**config.mk**
```make
export PLATFORM = sky130hd
export DESIGN_NAME = ice_pair_priority_ordered_table_core
export DESIGN_NICKNAME = d
export VERILOG_FILES = /design/src/sv/ippot_pkg.sv /design/src/sv/ice_pair_priority_ordered_table_core.sv
export VERILOG_INCLUDE_DIRS = /design/src /design/src/sv
export SDC_FILE = /design/constraint.sdc
export NUM_CORES = 2
export LEC_CHECK = 0
export BUFFER_PORTS_ARGS = -buffer_cell sky130_fd_sc_hd__clkbuf_2
export CORE_ASPECT_RATIO = 0.9
export CORE_MARGIN = 1
export CORE_UTILIZATION = 35
export CTS_CLUSTER_SIZE = 20
export DETAILED_ROUTE_END_ITERATION = 6
export PLACE_DENSITY_LB_ADDON = 0.12
export SETUP_SLACK_MARGIN = 0.1
export SYNTH_ARGS = -nofsm -noshare
export SYNTH_HDL_FRONTEND = slang
export SYNTH_SLANG_ARGS = --single-unit
```
**constraint.sdc**
```tcl
create_clock -name clk -period 5.57 [get_ports clk]
set_input_delay 0.2785 -clock clk [delete_from_list [all_inputs] [get_ports clk]]
set_output_delay 0.2785 -clock clk [all_outputs]
set_load 0.005 [all_outputs]
```
**src/sv/ice_pair_priority_ordered_table_core_macros.svh**
```systemverilog
// Assertion macros shared by the pair table RTL.
`ifndef ICE_PAIR_PRIORITY_ORDERED_TABLE_CORE_MACROS_SVH
`define ICE_PAIR_PRIORITY_ORDERED_TABLE_CORE_MACROS_SVH

// Same-cycle implication, checked on every rising edge outside reset.
`define IPPOT_ASSERT_HOLD(name, ante, cons) \
    name: assert property (@(posedge clk) disable iff (!rst_n) (ante) |-> (cons)) \
        else $error("pair table assertion failed");

// Next-cycle implication, checked on every rising edge outside reset.
`define IPPOT_ASSERT_NEXT(name, ante, cons) \
    name: assert property (@(posedge clk) disable iff (!rst_n) (ante) |=> (cons)) \
        else $error("pair table assertion failed");

`endif

```
**src/sv/ippot_pkg.sv**
```systemverilog
// Types and constants for the candidate pair priority table.
package ippot_pkg;

    // Sequencer states.
    typedef enum logic [2:0] {
        ST_IDLE,
        ST_PAIR,
        ST_PRIO,
        ST_SCAN,
        ST_REPORT
    } state_t;

    // Result status codes.
    typedef enum logic [1:0] {
        STATUS_ADDED    = 2'd0,
        STATUS_MISMATCH = 2'd1,
        STATUS_FULL     = 2'd2
    } status_t;

    // Configuration register indexes.
    localparam logic [0:0] REG_HOST_PREF = 1'b0;
    localparam logic [0:0] REG_ROLE      = 1'b1;

    // Address family codes; code 3 is folded onto the "other" code.
    localparam logic [1:0] FAM_IPV4  = 2'd0;
    localparam logic [1:0] FAM_IPV6  = 2'd1;
    localparam logic [1:0] FAM_OTHER = 2'd2;
    localparam logic [1:0] FAM_ALT   = 2'd3;

    // Family terms and the component ceiling of a host candidate priority.
    localparam logic [23:0] TERM_IPV4 = 24'd32767;
    localparam logic [23:0] TERM_IPV6 = 24'd65535;
    localparam logic [8:0]  COMP_TOP  = 9'd256;
    localparam logic [9:0]  COMP_MAX  = 10'd256;

endpackage

```
**src/sv/ice_pair_priority_ordered_table_core.sv**
```systemverilog
// An accepted start steps through PAIR, PRIO, SCAN and REPORT; SCAN walks the n pairs already stored.
// Rejected pairs (family mismatch or full table) skip SCAN and go from PRIO straight to REPORT.
// busy stays high until the done cycle ends; the next request is taken the cycle after.
// The rank comes from one shared 64-bit compare that walks the stored pairs, one a cycle.
// Reset (rst_n, asynchronous, active low) empties the table and loads the register defaults.
// The done strobe lasts one cycle and cannot be held off by the receiver.
module ice_pair_priority_ordered_table_core #(
    parameter int TABLE_DEPTH = 32
) (
    input  logic        clk,
    input  logic        rst_n,
    // Configuration write port.
    input  logic        cfg_write,
    input  logic        cfg_index,
    input  logic [6:0]  cfg_data,
    // Request side.
    input  logic        start,
    output logic        busy,
    input  logic        local_present,
    input  logic [31:0] local_prio,
    input  logic [1:0]  local_family,
    input  logic [9:0]  local_component,
    input  logic        remote_present,
    input  logic [31:0] remote_prio,
    input  logic [1:0]  remote_family,
    input  logic [9:0]  remote_component,
    // Result side.
    output logic        done,
    output logic [1:0]  status,
    output logic [63:0] pair_priority,
    output logic [4:0]  rank,
    output logic [5:0]  pair_total
);
    import ippot_pkg::*;

    localparam int AW = (TABLE_DEPTH > 1) ? $clog2(TABLE_DEPTH) : 1;
    localparam int CW = $clog2(TABLE_DEPTH + 1);

    // Host candidate priority for a missing side, built from the other side.
    function automatic logic [31:0] host_prio(input logic [6:0] pref,
                                               input logic [1:0] fam,
                                               input logic [9:0] comp);
        logic [23:0] hi;
        logic [8:0]  c;
        logic [8:0]  low;
        hi = {1'b0, pref, 16'h0000};
        if (fam == FAM_IPV4)
        begin
            hi = hi + TERM_IPV4;
        end
        else if (fam == FAM_IPV6)
        begin
            hi = hi + TERM_IPV6;
        end
        if (comp == 10'd0)
        begin
            c = 9'd1;
        end
        else if (comp > COMP_MAX)
        begin
            c = COMP_TOP;
        end
        else
        begin
            c = comp[8:0];
        end
        low = COMP_TOP - c;
        return {hi, low[7:0]};
    endfunction

    function automatic logic [1:0] norm_family(input logic [1:0] fam);
        return (fam == FAM_ALT) ? FAM_OTHER : fam;
    endfunction

    // Configuration registers.
    logic [6:0] host_pref_reg;
    logic       role_reg;

    // Sequencer and table control.
    state_t         state_reg, state_next;
    logic [CW-1:0]  count_reg, count_next;
    logic [CW-1:0]  scan_idx_reg, scan_idx_next;
    logic [CW-1:0]  rank_reg, rank_next;
    logic           rd_valid_reg, rd_valid_next;

    // Captured request.
    logic        lp_reg, rp_reg;
    logic [31:0] lpri_reg, rpri_reg;
    logic [1:0]  lfam_reg, rfam_reg;
    logic [9:0]  lcomp_reg, rcomp_reg;

    // Datapath registers.
    logic [31:0] g_reg, g_next;
    logic [31:0] d_reg, d_next;
    logic        mismatch_reg, mismatch_next;
    logic        absent_reg, absent_next;
    logic [63:0] prio_reg, prio_next;
    status_t     status_reg, status_next;

    // Pair table in arrival order, with a registered read port.
    logic [63:0] table_mem [TABLE_DEPTH];
    logic [63:0] rd_data_reg;
    logic        mem_we;

    logic        accept;
    logic        table_full;
    logic [31:0] lv, rv;
    logic [31:0] mn, mx;

    assign accept     = start && (state_reg == ST_IDLE);
    assign table_full = (count_reg == CW'(TABLE_DEPTH));

    // Configuration writes.
    always_ff @(posedge clk or negedge rst_n)
    begin
        if (!rst_n)
        begin
            host_pref_reg <= 7'd126;
            role_reg      <= 1'b0;
        end
        else if (cfg_write)
        begin
            unique case (cfg_index)
                REG_HOST_PREF: host_pref_reg <= cfg_data;
                REG_ROLE:      role_reg      <= cfg_data[0];
                default:       ;
            endcase
        end
    end

    // Next-state logic of the sequencer.
    always_comb
    begin
        state_next = state_reg;
        unique case (state_reg)
            ST_IDLE:
            begin
                if (start)
                begin
                    state_next = ST_PAIR;
                end
            end
            ST_PAIR:
            begin
                state_next = ST_PRIO;
            end
            ST_PRIO:
            begin
                if (mismatch_reg || table_full)
                begin
                    state_next = ST_REPORT;
                end
                else
                begin
                    state_next = ST_SCAN;
                end
            end
            ST_SCAN:
            begin
                if (scan_idx_reg == count_reg)
                begin
                    state_next = ST_REPORT;
                end
            end
            ST_REPORT:
            begin
                state_next = ST_IDLE;
            end
            default:
            begin
                state_next = ST_IDLE;
            end
        endcase
    end

    // Sequencer outputs.
    always_comb
    begin
        busy   = (state_reg != ST_IDLE);
        done   = (state_reg == ST_REPORT);
        mem_we = (state_reg == ST_REPORT) && (status_reg == STATUS_ADDED);
    end

    // Candidate priorities and the smaller and larger of the two role values.
    always_comb
    begin
        lv = lp_reg ? lpri_reg : host_prio(host_pref_reg, rfam_reg, rcomp_reg);
        rv = rp_reg ? rpri_reg : host_prio(host_pref_reg, lfam_reg, lcomp_reg);
        mn = (g_reg < d_reg) ? g_reg : d_reg;
        mx = (g_reg < d_reg) ? d_reg : g_reg;
    end

    // Datapath next values.
    always_comb
    begin
        g_next        = g_reg;
        d_next        = d_reg;
        mismatch_next = mismatch_reg;
        absent_next   = absent_reg;
        prio_next     = prio_reg;
        status_next   = status_reg;
        rank_next     = rank_reg;
        scan_idx_next = scan_idx_reg;
        rd_valid_next = 1'b0;
        count_next    = count_reg;
        unique case (state_reg)
            ST_PAIR:
            begin
                g_next        = role_reg ? lv : rv;
                d_next        = role_reg ? rv : lv;
                mismatch_next = lp_reg && rp_reg && (lfam_reg != rfam_reg);
                absent_next   = !lp_reg && !rp_reg;
            end
            ST_PRIO:
            begin
                // One wide add forms the 64-bit pair priority.
                if (mismatch_reg || absent_reg)
                begin
                    prio_next = 64'd0;
                end
                else
                begin
                    prio_next = {mn, 32'h0000_0000} + {31'd0, mx, 1'b0}
                              + {63'd0, (g_reg > d_reg)};
                end
                priority if (mismatch_reg)
                begin
                    status_next = STATUS_MISMATCH;
                    prio_next   = 64'd0;
                end
                else if (table_full)
                begin
                    status_next = STATUS_FULL;
                end
                else
                begin
                    status_next = STATUS_ADDED;
                end
                rank_next     = '0;
                scan_idx_next = '0;
            end
            ST_SCAN:
            begin
                // Issue one table read a cycle; count entries at or above the new pair.
                if (scan_idx_reg != count_reg)
                begin
                    rd_valid_next = 1'b1;
                    scan_idx_next = scan_idx_reg + 1'b1;
                end
                if (rd_valid_reg && (rd_data_reg >= prio_reg))
                begin
                    rank_next = rank_reg + 1'b1;
                end
            end
            ST_REPORT:
            begin
                if (status_reg == STATUS_ADDED)
                begin
                    count_next = count_reg + 1'b1;
                end
            end
            default:
            begin
            end
        endcase
    end

    // Control registers.
    always_ff @(posedge clk or negedge rst_n)
    begin
        if (!rst_n)
        begin
            state_reg    <= ST_IDLE;
            count_reg    <= '0;
            scan_idx_reg <= '0;
            rank_reg     <= '0;
            rd_valid_reg <= 1'b0;
        end
        else
        begin
            state_reg    <= state_next;
            count_reg    <= count_next;
            scan_idx_reg <= scan_idx_next;
            rank_reg     <= rank_next;
            rd_valid_reg <= rd_valid_next;
        end
    end

    // Payload registers.
    always_ff @(posedge clk)
    begin
        if (accept)
        begin
            lp_reg    <= local_present;
            lpri_reg  <= local_prio;
            lfam_reg  <= norm_family(local_family);
            lcomp_reg <= local_component;
            rp_reg    <= remote_present;
            rpri_reg  <= remote_prio;
            rfam_reg  <= norm_family(remote_family);
            rcomp_reg <= remote_component;
        end
        g_reg        <= g_next;
        d_reg        <= d_next;
        mismatch_reg <= mismatch_next;
        absent_reg   <= absent_next;
        prio_reg     <= prio_next;
        status_reg   <= status_next;
    end

    // Table memory: one write port, one registered read port.
    always_ff @(posedge clk)
    begin
        if (mem_we)
        begin
            table_mem[count_reg[AW-1:0]] <= prio_reg;
        end
        rd_data_reg <= table_mem[scan_idx_reg[AW-1:0]];
    end

    // Result ports.
    assign status        = status_reg;
    assign pair_priority = prio_reg;
    assign rank          = 5'(rank_reg);
    assign pair_total    = 6'({1'b0, count_reg}
                              + {{CW{1'b0}}, (status_reg == STATUS_ADDED)});

    // Checks on the sequencer and the table count.
`include "ice_pair_priority_ordered_table_core_macros.svh"
    `IPPOT_ASSERT_NEXT(a_accept_enters_pair, start && !busy, state_reg == ST_PAIR)
    `IPPOT_ASSERT_HOLD(a_rank_within_count, done, rank_reg <= count_reg)
    `IPPOT_ASSERT_NEXT(a_count_steps, mem_we, count_reg == $past(count_reg) + 1'b1)
    `IPPOT_ASSERT_HOLD(a_count_bounded, 1'b1, count_reg <= CW'(TABLE_DEPTH))

endmodule

```
==> impl_results.rst <==
.. list-table::
   :header-rows: 1

   * - Metric
     - Value
   * - Via-to-Cell Ratio
     - 5.27
   * - Cts repair resizes
     - 0
   * - Worst path cell trace
     - ha_1, nand4_1, nor4_1, and4_1, o31ai_1, nand2_2, buf_4, nand2_1, o21ai_0, ha_1, ha_1, nand4_1, nor3_1, nand3_1, mux2i_1, xor2_1, nor2_1
   * - Area of the die
     - 267,000 um^2
   * - Worst hold margin
     - 0.0727 ns
   * - Overall Global Routing Usage
     - 19.6%
   * - Capture point of the worst path
     - pair_priority[58]
   * - Required time of the critical path
     - 6.12 ns
   * - Share of the synthesized netlist area taken by xor and xnor gates
     - 0.651%
   * - Number of ports placed on the die boundary
     - 181
   * - Status
     - completed
   * - Sequential element share of the synthesized area
     - 75.5%
   * - Width of the chip
     - 545 um
   * - Arrival time at the worst endpoint
     - 5.46 ns
   * - Setup crit start kind
     - register
   * - Worst setup path class
     - reg2reg
   * - Dominant register cell in the synthesized netlist
     - edfxtp_1
   * - Final worst path period share
     - 88.2%
   * - Average footprint of a synthesized cell
     - 21.6 um^2
   * - Largest buffer count on any clock path
     - 4
   * - HPWL reported at the end of detailed placement
     - 143,000 um
   * - Cells taking the most area after synthesis
     - edfxtp_1 (73%), mux4_2 (16%), ha_1 (1.5%)
   * - CTS H-Tree Depth
     - 5
   * - Site Rows
     - 179
   * - Share of synthesized flip-flops with an asynchronous set or reset
     - 1.23%
   * - Largest driver fanout on the critical path
     - 16
   * - Setup-failing EPs final
     - 0
   * - Leakage power
     - 34.6 nW
   * - Total congestion overflow
     - 0
   * - CTS Hold Bufs
     - 108
   * - Layout Area Growth over Synthesis
     - 17.4%
   * - Launch point of the critical path
     - g_reg[29]
   * - First-pass detailed-route iteration total
     - 5
   * - Setup Fix Bufs, Post-CTS
     - 0
   * - Synthesized net count
     - 4,519
   * - Headroom to the max-slew limit
     - 12.1%
   * - Synth Area in Compound Gates
     - 1.55%
   * - Post-synthesis instance area
     - 92,900 um^2
   * - Routability-driven placement congestion ratio
     - 0.837
   * - Synthesized instance count
     - 4,309
   * - Worst-case register-to-register setup slack
     - 0.66 ns
   * - Storage element area
     - 70,200 um^2
   * - Top achievable clock speed
     - 0.203 GHz
   * - DRT Wirelength
     - 263,000 um
   * - Number of cells traversed by the worst register-to-register path
     - 17
   * - Most used standard cell by instance count after synthesis
     - edfxtp_1
   * - Post-synth EDFFs
     - 2,270
   * - Endpoints failing hold
     - 0
   * - Share of final-layout standard cells stronger than drive strength 1
     - 29.6%
   * - Clock edge transition at the registers on the reported setup and hold paths
     - 0.06 ns
   * - Critical Path Max Stage Delay
     - 0.55 ns
   * - Number of clock sinks
     - 2,363
   * - Share of synthesized cell area in and, or, nand and nor gates
     - 2.13%
   * - Number of buffers created by CTS
     - 266
   * - Area share of the largest cell type after synthesis
     - 73.4%
   * - TritonCTS clock tree
     - built
   * - Effective utilization at floorplan
     - 35.2%
   * - Slowest-stage cell, CP
     - nor3_1
   * - Shortest clock period the worst path allows after layout
     - 4.91 ns
   * - Multi-input gate area
     - 21,800 um^2
   * - Starting DRC count in detailed routing
     - 4,683
   * - Pins Over Slew Limit
     - 0
   * - Adder and majority cell fraction of the synthesized area
     - 1.45%
   * - Antenna violations before repair
     - 19
   * - Measured slew at the worst slew-check pin
     - 1.32 ns
   * - Ranking of synthesized cells by instance count
     - edfxtp_1 (2,270), mux4_2 (640), clkbuf_1 (140), nand2_1 (140), a21oi_1 (115)
   * - Largest register FFs
     - 2,048
   * - Worst-Skew Late Latency
     - 0.84 ns
   * - Element type at the critical path end
     - register
   * - Number of warning messages in the yosys log
     - 0
   * - Root Driver
     - clkbuf_16
   * - Library cell with the largest summed area after synthesis
     - edfxtp_1
   * - Power per Cell Area
     - 469 nW/um^2
   * - Vertical die dimension
     - 491 um
   * - Worst Clk Skew
     - 0.0386 ns
   * - Wire length of the first global-routing pass
     - 368,000 um
   * - Maximum vdd ir drop
     - 0.000352 V
   * - Number of flip-flops and latches in the synthesized netlist
     - 2,363
   * - Share of cell area taken by muxes after synthesis
     - 17.4%
   * - Total vias in the final route
     - 45,300
   * - Antenna viol nets, final
     - 0
   * - Worst hold path type
     - in2reg
   * - Core area
     - 264,000 um^2
   * - Filler Cells Inserted
     - 23,100
   * - Critical R2R Capture
     - pair_priority[58]
   * - Pin count of the biggest net entering global routing
     - 89
   * - Library cell appearing most often on the critical path
     - ha_1
   * - Average wire per cell in the routed design
     - 30.6 um
   * - Unique cell type count in the Yosys netlist
     - 68
   * - Crit Reg-Reg Startpoint
     - g_reg[29]
   * - Max-capacitance violation count
     - 0
   * - Number of global-route vias before repair
     - 47,000
   * - Total Negative Setup Slacks
     - 0 ns
   * - Residual DRC count
     - 0
   * - Combinational family with the most area after synthesis
     - multiplexers
   * - Final Net Count
     - 5,070
   * - Setup repair after global routing missed its margin
     - no
   * - Quantity of I/O buffers inserted on ports
     - 180
-- metrics by stage --
| step | area (um^2) | setup WS [ns] | std cells | total power, mW | util, % |
|---|---|---|---|---|---|
| after floorplan | 92900 | 0.421 | 4309 | 30.7 | - |
| after global placement | 99900 | 0.712 | 8012 | 35.1 | 37.8 |
| after detailed placement | 99900 | 0.647 | 8013 | 35.1 | 37.8 |
| after CTS | 109000 | 0.638 | 8592 | 51.8 | 41.3 |
| after global routing | 109000 | 0.316 | 8594 | 53.3 | 41.3 |
| final | 109000 | 0.655 | 8595 | 51.1 | 41.3 |
-- cell usage in the layout, fill, tap and decap left out, types with 18 or more instances in the layout --
master,synthesis,routed
clkinv_2,0,22
clkbuf_8,0,18
mux2i_1,87,87
xnor2_1,42,42
o21ai_0,37,37
edfxtp_1,2270,2270
inv_1,104,104
nor2_1,104,70
clkbuf_16,0,273
dfxtp_1,64,64
ha_1,108,108
mux4_2,640,640
nor2_4,0,34
clkbuf_2,0,180
clkinv_1,3,45
buf_12,0,58
xor2_1,27,27
nand4_1,29,29
nand3_1,46,46
nand2_1,140,139
buf_4,0,142
a21oi_1,115,115
mux2_2,74,74
a211oi_1,24,24
clkbuf_1,140,89
dlygate4sd3_1,0,108
-- worst min-delay path by stage --
stage,from,depth (start not counted),slack [ns],to
after detailed placement,rst_n,2,0.36,host_pref_reg[0]
after global routing,cfg_write,3,0.06,host_pref_reg[3]
after floorplan,rst_n,0,-0.02,count_reg[0]
after CTS,cfg_write,3,0.02,host_pref_reg[3]
final,cfg_write,3,0.07,host_pref_reg[3]
after global placement,rst_n,2,0.36,host_pref_reg[0]
-- where the power goes --
group          internal, mW  switching (mW)
Sequential             21.8           0.984
Clock                  9.52            7.03
Combinational          5.27            6.54
Total                  36.6            14.6
-- cells by family after synthesis --
kind of cell | after synthesis
AND/OR/NAND/NOR | 414
multiplexers | 801
buffers and inverters | 315
adder cells (fa/ha/maj) | 108
flip-flops | 2363
XOR/XNOR | 69
AO/OA/AOI/OAI | 239
-- per-layer routing --
metal | vias to the layer above | share of wire, % | GRT usage (%)
li1 | 19100 | - | -
met1 | 24500 | 45 | 28.5
met4 | 14 | 2.0 | 4.36
met5 | - | 0.039 | 0
met3 | 346 | 5.7 | 3.34
met2 | 1346 | 47 | 30.9
-- layout make-up --
cell class	count	share of cell area, %
repair buffers	488	3.86
diodes	3	0.00688
clock buffers	380	6.80
multi-input cells	1631	19.9
flip-flops and latches	2363	64.3
inverters	110	0.381
clock inverters	91	0.619
well taps	3529	4.05
-- critical path, delay by kind of cell, from the launching register on --
kind,cells,cell delay (ns)
simple gates,9,2.08
xor+xnor,1,0.19
fa+ha+maj,3,0.97
flops,1,0.51
buf+inv,1,0.24
compound gates,2,0.30
mux,1,0.36
No activity file was read; power rests on OpenSTA's default activity.
